===== config.mk =====
export PLATFORM = sky130hd
export DESIGN_NAME = thrust_table_interpolator_unit
export DESIGN_NICKNAME = d
export VERILOG_FILES = /design/src/tti_pkg.sv /design/src/tti_locate.sv /design/src/tti_div_stage.sv /design/src/thrust_table_interpolator_unit.sv
export VERILOG_INCLUDE_DIRS = /design/src /design/src/src
export SDC_FILE = /design/constraint.sdc
export NUM_CORES = 1
export LEC_CHECK = 0
export BUFFER_PORTS_ARGS = -buffer_cell sky130_fd_sc_hd__buf_4
export CORE_MARGIN = 4
export CORE_UTILIZATION = 27
export CTS_CLUSTER_SIZE = 8
export DETAILED_ROUTE_END_ITERATION = 8
export HOLD_SLACK_MARGIN = 0.06
export PLACE_DENSITY = 0.51
export SETUP_SLACK_MARGIN = 0.4
export SLEW_MARGIN = 20
export SYNTH_ARGS = -nofsm -noshare
export SYNTH_HDL_FRONTEND = slang
export SYNTH_SLANG_ARGS = --single-unit

===== constraint.sdc =====
create_clock -name clock -period 11.4 [get_ports clock]
set_clock_uncertainty 0.2 [all_clocks]
set_input_delay 0.57 -clock clock [delete_from_list [all_inputs] [get_ports clock]]
set_output_delay 0.57 -clock clock [all_outputs]
set_load 0.005 [all_outputs]

===== src/thrust_table_interpolator_unit_defines.svh =====
// assertion macros shared by the thrust table interpolator rtl
// no dependencies; define ASSERT_OFF to compile the checks away
`ifndef THRUST_TABLE_INTERPOLATOR_UNIT_DEFINES_SVH
`define THRUST_TABLE_INTERPOLATOR_UNIT_DEFINES_SVH

`ifndef ASSERT_OFF

// consequent must hold whenever the antecedent holds
`define TTI_ASSERT_IMPLIES(label, clk, rst, ante, cons) \
   label: assert property (@(posedge clk) disable iff (rst) (ante) |-> (cons)) \
      else $error("tti implication check failed");

// condition must never hold
`define TTI_ASSERT_NEVER(label, clk, rst, cond) \
   label: assert property (@(posedge clk) disable iff (rst) !(cond)) \
      else $error("tti forbidden condition seen");

`else

`define TTI_ASSERT_IMPLIES(label, clk, rst, ante, cons)
`define TTI_ASSERT_NEVER(label, clk, rst, cond)

`endif

`endif


===== src/tti_pkg.sv =====
// types, constants and table rom for the thrust table interpolator
// no dependencies; used by every module of the block
package tti_pkg;

   // table geometry
   localparam int unsigned TABLE_POINTS = 23;
   localparam int unsigned IDX_W        = $clog2(TABLE_POINTS);

   // field and datapath widths
   localparam int unsigned VEL_IN_W = 16;   // commanded velocity, Q4.12
   localparam int unsigned MAG_W    = 17;   // velocity magnitude incl. 32768
   localparam int unsigned VEL_W    = 15;   // table velocity breakpoints
   localparam int unsigned THR_W    = 16;   // table thrust values
   localparam int unsigned SEG_W    = 12;   // segment spans dv, df, dm
   localparam int unsigned QUO_W    = 12;   // interpolation quotient
   localparam int unsigned NUM_W    = 23;   // dm * df + dv / 2
   localparam int unsigned LIMIT_W  = 17;   // thrust limits
   localparam int unsigned OUT_W    = 18;   // thrust result, Q10.8

   // divider pipeline shape
   localparam int unsigned DIV_STEP   = 3;
   localparam int unsigned DIV_STAGES = QUO_W / DIV_STEP;

   // config register indexes
   localparam int unsigned CSR_IDX_W = 1;
   typedef enum logic [CSR_IDX_W-1:0] {
      CSR_FORWARD_LIMIT = 1'b0,
      CSR_REVERSE_LIMIT = 1'b1
   } csr_index_type;

   localparam logic [LIMIT_W-1:0] FORWARD_LIMIT_RESET = 17'd64000;
   localparam logic [LIMIT_W-1:0] REVERSE_LIMIT_RESET = 17'd25600;

   // breakpoints, velocity in Q4.12
   localparam logic [VEL_W-1:0] VEL_TABLE [TABLE_POINTS] = '{
      15'd1114,  15'd2081,  15'd3088,  15'd4100,  15'd5128,  15'd6144,
      15'd7168,  15'd8192,  15'd9220,  15'd10248, 15'd12296, 15'd13300,
      15'd14332, 15'd15360, 15'd16388, 15'd17412, 15'd18432, 15'd19460,
      15'd20480, 15'd21500, 15'd22528, 15'd23552, 15'd24572
   };

   // thrust at each breakpoint, Q10.8
   localparam logic [THR_W-1:0] THR_TABLE [TABLE_POINTS] = '{
      16'd312,   16'd707,   16'd1238,  16'd1896,  16'd2694,  16'd3612,
      16'd4660,  16'd5837,  16'd7149,  16'd8587,  16'd11839, 16'd13624,
      16'd15576, 16'd17661, 16'd19871, 16'd22195, 16'd24640, 16'd27227,
      16'd29920, 16'd32750, 16'd35713, 16'd38796, 16'd41983
   };

   // per-item side information that rides along the pipeline
   typedef struct packed {
      logic             neg;
      logic             zero;
      logic             sat;
      logic [THR_W-1:0] f0;
   } side_type;

   // divider working word
   typedef struct packed {
      logic [NUM_W-1:0] rem;
      logic [QUO_W-1:0] quo;
      logic [SEG_W-1:0] dv;
   } div_type;

   // segment 0 runs from the origin to the first breakpoint
   function automatic logic [VEL_W-1:0] seg_v0(input logic [IDX_W-1:0] idx);
      if (idx == '0) return '0;
      return VEL_TABLE[idx - IDX_W'(1)];
   endfunction

   function automatic logic [THR_W-1:0] seg_f0(input logic [IDX_W-1:0] idx);
      if (idx == '0) return '0;
      return THR_TABLE[idx - IDX_W'(1)];
   endfunction

   function automatic logic [SEG_W-1:0] seg_dv(input logic [IDX_W-1:0] idx);
      return SEG_W'(VEL_TABLE[idx] - seg_v0(idx));
   endfunction

   function automatic logic [SEG_W-1:0] seg_df(input logic [IDX_W-1:0] idx);
      return SEG_W'(THR_TABLE[idx] - seg_f0(idx));
   endfunction

endpackage


===== src/tti_locate.sv =====
// segment search over the breakpoint rom: compare stage, then lookup stage
// depends on tti_pkg
module tti_locate (
   input  logic                     clock,
   input  logic                     reset,
   input  logic                     valid_in,
   input  logic [tti_pkg::MAG_W-1:0] mag_in,
   input  tti_pkg::side_type        side_in,
   output logic                     valid_out,
   output tti_pkg::side_type        side_out,
   output logic [tti_pkg::SEG_W-1:0] dm_out,
   output logic [tti_pkg::SEG_W-1:0] dv_out,
   output logic [tti_pkg::SEG_W-1:0] df_out
);
   import tti_pkg::*;

   logic [TABLE_POINTS-2:0] above;
   logic                    valid_b_ff;
   logic [IDX_W-1:0]        idx_b_ff, idx_b_in;
   logic [VEL_W-1:0]        mag_b_ff;
   side_type                side_b_ff, side_b_in;
   logic                    valid_c_ff;
   side_type                side_c_ff, side_c_in;
   logic [SEG_W-1:0]        dm_c_ff, dm_c_in;
   logic [SEG_W-1:0]        dv_c_ff, df_c_ff;

   // parallel breakpoint compares, segment index is the count passed
   always_comb begin
      for (int i = 0; i < TABLE_POINTS - 1; i++) begin
         above[i] = mag_in > MAG_W'(VEL_TABLE[i]);
      end
      idx_b_in      = IDX_W'($countones(above));
      side_b_in     = side_in;
      side_b_in.sat = mag_in >= MAG_W'(VEL_TABLE[TABLE_POINTS-1]);
   end

   always_ff @(posedge clock) begin
      if (reset) begin
         valid_b_ff <= 1'b0;
         valid_c_ff <= 1'b0;
      end else begin
         valid_b_ff <= valid_in;
         valid_c_ff <= valid_b_ff;
      end
   end

   always_ff @(posedge clock) begin
      idx_b_ff  <= idx_b_in;
      mag_b_ff  <= mag_in[VEL_W-1:0];
      side_b_ff <= side_b_in;
   end

   // segment lookup and offset into the segment
   always_comb begin
      side_c_in    = side_b_ff;
      side_c_in.f0 = seg_f0(idx_b_ff);
      dm_c_in      = SEG_W'(mag_b_ff - seg_v0(idx_b_ff));
   end

   always_ff @(posedge clock) begin
      side_c_ff <= side_c_in;
      dm_c_ff   <= dm_c_in;
      dv_c_ff   <= seg_dv(idx_b_ff);
      df_c_ff   <= seg_df(idx_b_ff);
   end

   assign valid_out = valid_c_ff;
   assign side_out  = side_c_ff;
   assign dm_out    = dm_c_ff;
   assign dv_out    = dv_c_ff;
   assign df_out    = df_c_ff;

endmodule


===== src/tti_div_stage.sv =====
// one register stage of the restoring divider, DIV_STEP quotient bits each
// depends on tti_pkg
module tti_div_stage #(
   parameter int unsigned TOP_BIT = 11
) (
   input  logic              clock,
   input  logic              reset,
   input  logic              valid_in,
   input  tti_pkg::side_type side_in,
   input  tti_pkg::div_type  div_in,
   output logic              valid_out,
   output tti_pkg::side_type side_out,
   output tti_pkg::div_type  div_out
);
   import tti_pkg::*;

   logic              valid_ff;
   side_type          side_ff;
   div_type           div_ff, div_in_next;
   logic [NUM_W-1:0]  trial;

   // compare and subtract the shifted divisor, msb first
   always_comb begin
      div_in_next = div_in;
      trial       = '0;
      for (int k = 0; k < DIV_STEP; k++) begin
         trial = NUM_W'(div_in.dv) << (TOP_BIT - k);
         if (div_in_next.rem >= trial) begin
            div_in_next.rem = div_in_next.rem - trial;
            div_in_next.quo = div_in_next.quo | (QUO_W'(1) << (TOP_BIT - k));
         end
      end
   end

   always_ff @(posedge clock) begin
      if (reset) begin
         valid_ff <= 1'b0;
      end else begin
         valid_ff <= valid_in;
      end
   end

   always_ff @(posedge clock) begin
      side_ff <= side_in;
      div_ff  <= div_in_next;
   end

   assign valid_out = valid_ff;
   assign side_out  = side_ff;
   assign div_out   = div_ff;

endmodule


===== src/thrust_table_interpolator_unit.sv =====
// Thrust table interpolator top level: velocity word in, thrust word out.
// Throughput: one word per cycle, busy is never raised; the 9-stage
// pipeline is magnitude, compare, lookup, multiply, 4 divide, output.
// Reset clears all pipeline valids and loads the limits to 250 N and 100 N;
// the receiver cannot stall the result strobe.
`include "thrust_table_interpolator_unit_defines.svh"

module thrust_table_interpolator_unit (
   input  logic                                clock,
   input  logic                                reset,
   input  logic                                start,
   output logic                                busy,
   input  logic signed [tti_pkg::VEL_IN_W-1:0] req_commanded_velocity,
   output logic                                rsp_valid,
   output logic signed [tti_pkg::OUT_W-1:0]    rsp_thrust_force,
   input  logic                                csr_write_enable,
   input  logic [tti_pkg::CSR_IDX_W-1:0]       csr_index,
   input  logic [tti_pkg::LIMIT_W-1:0]         csr_write_data
);
   import tti_pkg::*;

   logic [LIMIT_W-1:0] forward_limit_ff, reverse_limit_ff;

   logic               accept;
   logic               valid_a_ff;
   logic [MAG_W-1:0]   mag_a_ff, mag_a_in;
   side_type           side_a_ff, side_a_in;

   logic               valid_c;
   side_type           side_c;
   logic [SEG_W-1:0]   dm_c, dv_c, df_c;

   logic               valid_d_ff;
   side_type           side_d_ff;
   div_type            div_d_ff, div_d_in;

   logic               valid_bus [DIV_STAGES+1];
   side_type           side_bus  [DIV_STAGES+1];
   div_type            div_bus   [DIV_STAGES+1];

   logic               rsp_valid_ff;
   logic [OUT_W-1:0]   rsp_thrust_ff, rsp_thrust_in;
   logic [LIMIT_W-1:0] limit_sel, mag_sum, mag_out;
   side_type           side_end;

   logic               valid_end;
   div_type            div_end;
   logic               rem_below_dv;
   logic               vel_zero, vel_neg;
   logic               thrust_zero, thrust_nonpos;

   // config registers
   always_ff @(posedge clock) begin
      if (reset) begin
         forward_limit_ff <= FORWARD_LIMIT_RESET;
         reverse_limit_ff <= REVERSE_LIMIT_RESET;
      end else if (csr_write_enable) begin
         case (csr_index_type'(csr_index))
            CSR_FORWARD_LIMIT: forward_limit_ff <= csr_write_data;
            CSR_REVERSE_LIMIT: reverse_limit_ff <= csr_write_data;
            default: ;
         endcase
      end
   end

   // command handshake, a word is taken in every cycle that start is high
   assign busy   = 1'b0;
   assign accept = start & ~busy;

   // magnitude and sign
   always_comb begin
      side_a_in      = '0;
      side_a_in.neg  = req_commanded_velocity[VEL_IN_W-1];
      side_a_in.zero = (req_commanded_velocity == '0);
      if (side_a_in.neg) begin
         mag_a_in = MAG_W'(18'h10000 - {2'b00, $unsigned(req_commanded_velocity)});
      end else begin
         mag_a_in = {1'b0, $unsigned(req_commanded_velocity)};
      end
   end

   always_ff @(posedge clock) begin
      if (reset) begin
         valid_a_ff <= 1'b0;
      end else begin
         valid_a_ff <= accept;
      end
   end

   always_ff @(posedge clock) begin
      mag_a_ff  <= mag_a_in;
      side_a_ff <= side_a_in;
   end

   // segment search
   tti_locate u_locate (
      .clock     (clock),
      .reset     (reset),
      .valid_in  (valid_a_ff),
      .mag_in    (mag_a_ff),
      .side_in   (side_a_ff),
      .valid_out (valid_c),
      .side_out  (side_c),
      .dm_out    (dm_c),
      .dv_out    (dv_c),
      .df_out    (df_c)
   );

   // numerator with half divisor for round to nearest
   always_comb begin
      div_d_in.rem = NUM_W'((2*SEG_W)'(dm_c) * (2*SEG_W)'(df_c) + (2*SEG_W)'(dv_c >> 1));
      div_d_in.quo = '0;
      div_d_in.dv  = dv_c;
   end

   always_ff @(posedge clock) begin
      if (reset) begin
         valid_d_ff <= 1'b0;
      end else begin
         valid_d_ff <= valid_c;
      end
   end

   always_ff @(posedge clock) begin
      side_d_ff <= side_c;
      div_d_ff  <= div_d_in;
   end

   // divider pipeline
   assign valid_bus[0] = valid_d_ff;
   assign side_bus[0]  = side_d_ff;
   assign div_bus[0]   = div_d_ff;

   for (genvar s = 0; s < DIV_STAGES; s++) begin : g_div
      tti_div_stage #(
         .TOP_BIT (QUO_W - 1 - s * DIV_STEP)
      ) u_div_stage (
         .clock     (clock),
         .reset     (reset),
         .valid_in  (valid_bus[s]),
         .side_in   (side_bus[s]),
         .div_in    (div_bus[s]),
         .valid_out (valid_bus[s+1]),
         .side_out  (side_bus[s+1]),
         .div_out   (div_bus[s+1])
      );
   end

   assign valid_end = valid_bus[DIV_STAGES];
   assign div_end   = div_bus[DIV_STAGES];

   // offset add, zero force, limit clamp and sign restore
   always_comb begin
      side_end  = side_bus[DIV_STAGES];
      limit_sel = side_end.neg ? reverse_limit_ff : forward_limit_ff;
      mag_sum   = LIMIT_W'(side_end.f0) + LIMIT_W'(div_end.quo);
      if (side_end.zero) begin
         mag_out = '0;
      end else if (side_end.sat || (mag_sum > limit_sel)) begin
         mag_out = limit_sel;
      end else begin
         mag_out = mag_sum;
      end
      if (side_end.neg) begin
         rsp_thrust_in = OUT_W'(0) - OUT_W'(mag_out);
      end else begin
         rsp_thrust_in = OUT_W'(mag_out);
      end
   end

   always_ff @(posedge clock) begin
      if (reset) begin
         rsp_valid_ff <= 1'b0;
      end else begin
         rsp_valid_ff <= valid_end;
      end
   end

   always_ff @(posedge clock) begin
      rsp_thrust_ff <= rsp_thrust_in;
   end

   assign rsp_valid        = rsp_valid_ff;
   assign rsp_thrust_force = $signed(rsp_thrust_ff);

   // terms watched by the checks
   assign rem_below_dv  = div_end.rem < NUM_W'(div_end.dv);
   assign vel_zero      = (req_commanded_velocity == '0);
   assign vel_neg       = req_commanded_velocity[VEL_IN_W-1];
   assign thrust_zero   = (rsp_thrust_force == '0);
   assign thrust_nonpos = rsp_thrust_force[OUT_W-1] || thrust_zero;

   // checks
   `TTI_ASSERT_IMPLIES(a_rsp_from_accept, clock, reset, rsp_valid, $past(accept, 9))
   `TTI_ASSERT_IMPLIES(a_offset_in_segment, clock, reset, valid_c && !side_c.sat, dm_c <= dv_c)
   `TTI_ASSERT_NEVER(a_div_remainder, clock, reset, valid_end && !side_end.sat && !rem_below_dv)
   `TTI_ASSERT_IMPLIES(a_zero_out, clock, reset, rsp_valid && $past(vel_zero, 9), thrust_zero)
   `TTI_ASSERT_IMPLIES(a_neg_out, clock, reset, rsp_valid && $past(vel_neg, 9), thrust_nonpos)

endmodule

-- Word level (Yosys, flattened, before mapping)
Memories as Yosys holds them, arrays and structs flattened.
Cells that the tools add are included.
- order comparisons: 38
- multipliers: 1
- bitwise operators: 3
- reduce and logical (&&, ||, !) cells: 5
- muxes and demuxes: 29
- $add $sub $neg: 40
- operators with widths (kind ; number):
    $mux 35 ; 11
    $gt 17x15->1 const B ; 8
    $gt 17x14->1 const B ; 7
    $mux 12 ; 8
    $gt 17x13->1 const B ; 4
    $mux 17 ; 4
    $mux 16 ; 4
    $add 5x5->5 ; 10
    $sub 12x12->12 ; 3
    $gt 17x12->1 const B ; 2
    $add 23x11->23 ; 1
    $ge 23x12->1 ; 1
    $ge 23x13->1 ; 1
    $ge 23x14->1 ; 1
    $ge 23x15->1 ; 1
    $ge 23x16->1 ; 1
    $ge 23x17->1 ; 1
    $ge 23x18->1 ; 1
    $ge 23x19->1 ; 1
    $ge 23x20->1 ; 1
    $ge 23x21->1 ; 1
    $ge 23x22->1 ; 1
    $ge 23x23->1 ; 1
    $mul 12x12->23 ; 1
    other kinds (28) ; 41
- memories kept: 4
- logic and storage cells: 185
- ROM bits: 1984
- input port bits: 38
- register bits after elaboration: 438
- output and inout port bits: 20
- memory list (name ; words ; bits a word ; rd ports ; clocked after Yosys merged registers in ; write ports ; line ; text):
    (name not given) ; 32 ; 16 ; 1 ; 0 ; 0 ; tti_pkg.sv:73 ; return THR_TABLE[idx - IDX_W'(1)];
    (name not given) ; 32 ; 16 ; 1 ; 0 ; 0 ; tti_pkg.sv:81 ; return SEG_W'(THR_TABLE[idx] - seg_f0(idx));
    (name not given) ; 32 ; 15 ; 1 ; 0 ; 0 ; tti_pkg.sv:68 ; return VEL_TABLE[idx - IDX_W'(1)];
    (name not given) ; 32 ; 15 ; 1 ; 0 ; 0 ; tti_pkg.sv:77 ; return SEG_W'(VEL_TABLE[idx] - seg_v0(idx));

-- Depth between registers and ports, before layout
- depth in word-level cells: 7
- gate-level depth with buffers: 39
- depth with buffers taken out: 37

-- Modules after synthesis
A second synthesis with hierarchy kept.
- cells, all modules: 3746
- area total of the unflattened synthesis: 32800.2 µm²
- modules (own cells, without submodules) (module ; sequential area each (µm²) ; cells an instance ; instances ; area an instance (µm²)):
    thrust_table_interpolator_unit ; 2562.5 ; 1170 ; 1 ; 10413.7
    tti_locate ; 1541.5 ; 739 ; 1 ; 5864.4
    tti_div_stage (g_div[3].u_div_stage) ; 1341.3 ; 518 ; 1 ; 4545.6
    tti_div_stage (g_div[2].u_div_stage) ; 1341.3 ; 495 ; 1 ; 4409.2
    tti_div_stage (g_div[1].u_div_stage) ; 1341.3 ; 450 ; 1 ; 3980.1
    tti_div_stage (g_div[0].u_div_stage) ; 1341.3 ; 374 ; 1 ; 3587.2

-- Worst setup path after synthesis
Ideal clock, no wire load.
- path kind: register to register
- from: register g_div[1].u_div_stage.div_ff (netlist bit g_div[1].u_div_stage.div_out[1])
- to: register g_div[2].u_div_stage.div_ff (netlist bit g_div[2].u_div_stage.div_out[38])
- library setup time: 123 ps
- required time: 11077 ps
- period minus slack after synthesis: 8558 ps
- stages on the path, launching flop included: 35
- arrival time: 8235 ps
- setup slack: 2842 ps
- buffers on the path: 4
- cells stage by stage: dfxtp_1 > inv_1 > fa_1 > a21o_1 > a221oi_2 > a311oi_2 > nor3_4 > inv_2 > clkbuf_1 > o21ai_0 > inv_1 > ha_1 > nor2b_1 > o31a_1 > o2111ai_1 > nand2_1 > a311oi_1 > nand4_1 > nor4_4 > clkbuf_1 > mux2i_1 > ha_1 > nand2b_1 > a21boi_0 > o21ai_0 > a21oi_1 > a211oi_1 > o21a_1 > o221a_2 > nand4_1 > nor4_2 > or4b_1 > buf_2 > buf_2 > mux2_1
- RTL lines (element ; line ; text):
    start: declaration ; tti_div_stage.sv:19 ; div_type div_ff, div_in_next;
    start signal: assignment ; tti_div_stage.sv:45 ; div_ff <= div_in_next;
    end signal: assignment ; tti_div_stage.sv:45 ;
    end: declaration ; tti_div_stage.sv:19 ;

==> reports/results.ini <==
[clock_tree]
cts_tree = yes
h-tree-depth = 2
cts-root-buf = clkbuf_16
cts_resized = 0
clock-sinks = 420
cts_buffer_depth = 3
cts_made_buffers = 60
clk_pin_slew_ns = 0.05
clk_latency_ns = 0.62

[min_path]
hold_class = reg2reg
hold_depth = 0

[critical_path]
crit_path_end = g_div[1].u_div_stage.div_out[46]$_DFF_P_
r2r_slack_ns = 2.10
crit_arrival_ns = 9.59
r2r_cells = 31
cp_slowest_cell = or4_1
critical_path.max_fanout = 25
required_ns = 11.69
critical_path.startpoint = g_div[0].u_div_stage.div_out[1]$_DFF_P_
cp-end-kind = register
critPathMaxStageDelay_ns = 0.90
timing.rr.start = g_div[0].u_div_stage.div_out[1]$_DFF_P_
cp-start-kind = register
crit_type = reg2reg
reg2reg_to = g_div[1].u_div_stage.div_out[46]$_DFF_P_
worst_path_most_repeated_cell = o21ai_0

[timing]
slew_viol_final = 0
maxSlewHeadroom = 0.295
rsz0062_at_grt = no
tightest_slew_ns = 1.05
fin_crit_sh = 0.816
period_needed_ns = 9.30
fmax_ghz = 0.107
tns_ns = 0
setup_violations = 0
hold_viol_final = 0

[die]
ios = 58
coreArea_mm2 = 0.107
die_h_um = 337
start_util = 0.272
die_w_um = 337
rows = 120
die_area_mm2 = 0.113

[placement]
portBuffers = 56
dpl.hpwl_um = 57600
gp_congestion = 0.853

[final_layout]
nNetsFinal = 3916
final_common_cell = dfxtp_1
syn_to_final_growth_pct = 13.6
drive_above_1_share = 0.0693
diodes = 0
final_cell_mix = 420 x dfxtp_1, 385 x nand2_1, 327 x inv_1

[global_routing]
antenna_found_initial = 0
track_usage = 0.126
grt_pass1_wl_um = 118000
grt_pass1_vias = 22486
grt-ovfl-total = 0
grt_max_degree = 44

[outcome]
status = complete, no violations

[routing]
wl_um = 72300
ant_nets = 0
drtPass1Iterations = 5
wl_per_cell_um = 14.9
route.detailed.drc = 0
vias = 22836
dr.first_iter.drc_count = 1310
viasPerCell = 4.71

[synthesis]
ys.flop_type = dfxtp_1
ys_seq_elements = 420
syn_area_per_cell_um2 = 8.64
ys_async_sr_fraction = 0
yosysTopAreaCell = dfxtp_1
synth_edf_count = 0
ys_top_cells_by_area = dfxtp_1 29%, ha_1 13%, fa_1 9.7%
synth.distinct_cells = 100
synth_cells = 3379
yosys_warnings = 0
synth_area_mm2 = 0.0292
synth_top_area_frac = 0.288
seq_area_frac_synth = 0.288

[run]
drv_cap = 0

## worst max-delay path: cells and delay by family (launching register included)
family                     cells  cell delay [ns]
xor gates and xnor gates       1             0.15
buffers and inverters          2             0.48
and+or+nand+nor                9             3.15
adders and majority gates      3             0.99
AOI/OAI and AO/OA             14             3.04
DFF                            1             0.46
muxes                          2             0.69
## timing repair
action | CTS | global route
endpoints found under the hold margin | 52 | 0
hold buffers | 36 | 0
setup buffers | 0 | 0
## stage by stage
stage               cell area (um^2)  cells  hold slack [ns]   util  setup slack [ns]
floorplan                      29200   3380            0.110      -              2.84
global placement               31100   4743            0.110  0.290              2.24
detailed placement             31100   4743            0.112  0.290              2.18
CTS                            33200   4851            0.105  0.309              2.15
global route                   33200   4851            0.118  0.309              1.32
finish                         33200   4851            0.110  0.309              2.10
## synthesized netlist by cell type, types with 9 or more instances
master	n
a211oi_1	29
nand2b_1	41
o21ai_0	181
nor2b_1	43
or4_1	15
o31ai_1	24
mux2_2	48
fa_1	141
nand3_1	51
dfxtp_1	420
or2_2	15
o21bai_1	22
xnor2_1	155
nor2_1	201
o21a_1	32
a21boi_0	9
clkbuf_1	103
nand4_1	37
and3_1	21
a31oi_1	16
mux2i_1	31
nand2_1	385
nor3_1	54
ha_1	299
inv_1	327
a21oi_1	234
xor2_1	64
o211ai_1	16
nor4_1	22
or3_1	22
and2_1	68
nand3b_1	11
a21o_1	67
## layer usage
layer / wire, um / track usage
met1: 34500 / 0.172
met2: 33100 / 0.210
met3: 2680 / 0.0164
met4: 1950 / 0.0366
met5: 0 / 0
## kinds of logic (layout without fill, tap and decap cells)
group / after synthesis / after routing / share of synthesized area
and+or+nand+nor: 1021 / 1021 / 0.169
AOI/OAI and AO/OA: 749 / 749 / 0.163
buffers and inverters: 446 / 514 / 0.0579
adders and majority gates: 440 / 440 / 0.225
DFF: 420 / 420 / 0.288
xor gates and xnor gates: 220 / 220 / 0.0665
muxes: 82 / 82 / 0.0308
other: 1 / 2 / 0.000128
## layout make-up
type | count | area [um^2]
fillers | 11382 | 74000
well taps | 1403 | 1760
flip-flops and latches | 420 | 8410
inverters | 331 | 1240
repair buffers | 111 | 923
clock buffers | 67 | 1590
multi-input cells | 2514 | 19100
clock inverters | 5 | 125
## flip-flops by register name (all words and copies together), names as in the netlist, 2 cells and up
| register | count |
|---|---|
| u_locate.dv_out | 12 |
| u_locate.idx_b_ff | 5 |
| rsp_thrust_force | 18 |
| div_bus | 35 |
| u_locate.mag_b_ff | 12 |
| g_div.u_div_stage.div_out | 135 |
| reverse_limit_ff | 17 |
| u_locate.side_out | 19 |
| u_locate.df_out | 12 |
| side_bus | 19 |
| u_locate.side_b_ff | 3 |
| side_a_ff | 2 |
| g_div.u_div_stage.side_out | 76 |
| mag_a_ff | 17 |
| forward_limit_ff | 17 |
| u_locate.dm_out | 12 |
| g_div.u_div_stage.valid_out | 4 |
## how the worst min path moves through the flow
stage	start	end	slack, ns
after global routing	g_div[1].u_div_stage.side_out[5]$_DFF_P_	g_div[2].u_div_stage.side_out[5]$_DFF_P_	0.12
final	g_div[2].u_div_stage.side_out[7]$_DFF_P_	g_div[3].u_div_stage.side_out[7]$_DFF_P_	0.11
after detailed placement	side_bus[86]$_DFF_P_	g_div[0].u_div_stage.side_out[10]$_DFF_P_	0.11
after global placement	u_locate.side_out[7]$_DFF_P_	side_bus[83]$_DFF_P_	0.11
after floorplan	u_locate.dv_out[0]$_DFF_P_	div_bus[188]$_DFF_P_	0.11
after CTS	div_bus[197]$_DFF_P_	g_div[0].u_div_stage.div_out[9]$_DFF_P_	0.11
Power is not shown: default switching activity piles up to over one toggle a cycle in this logic, so the estimate is an artifact.
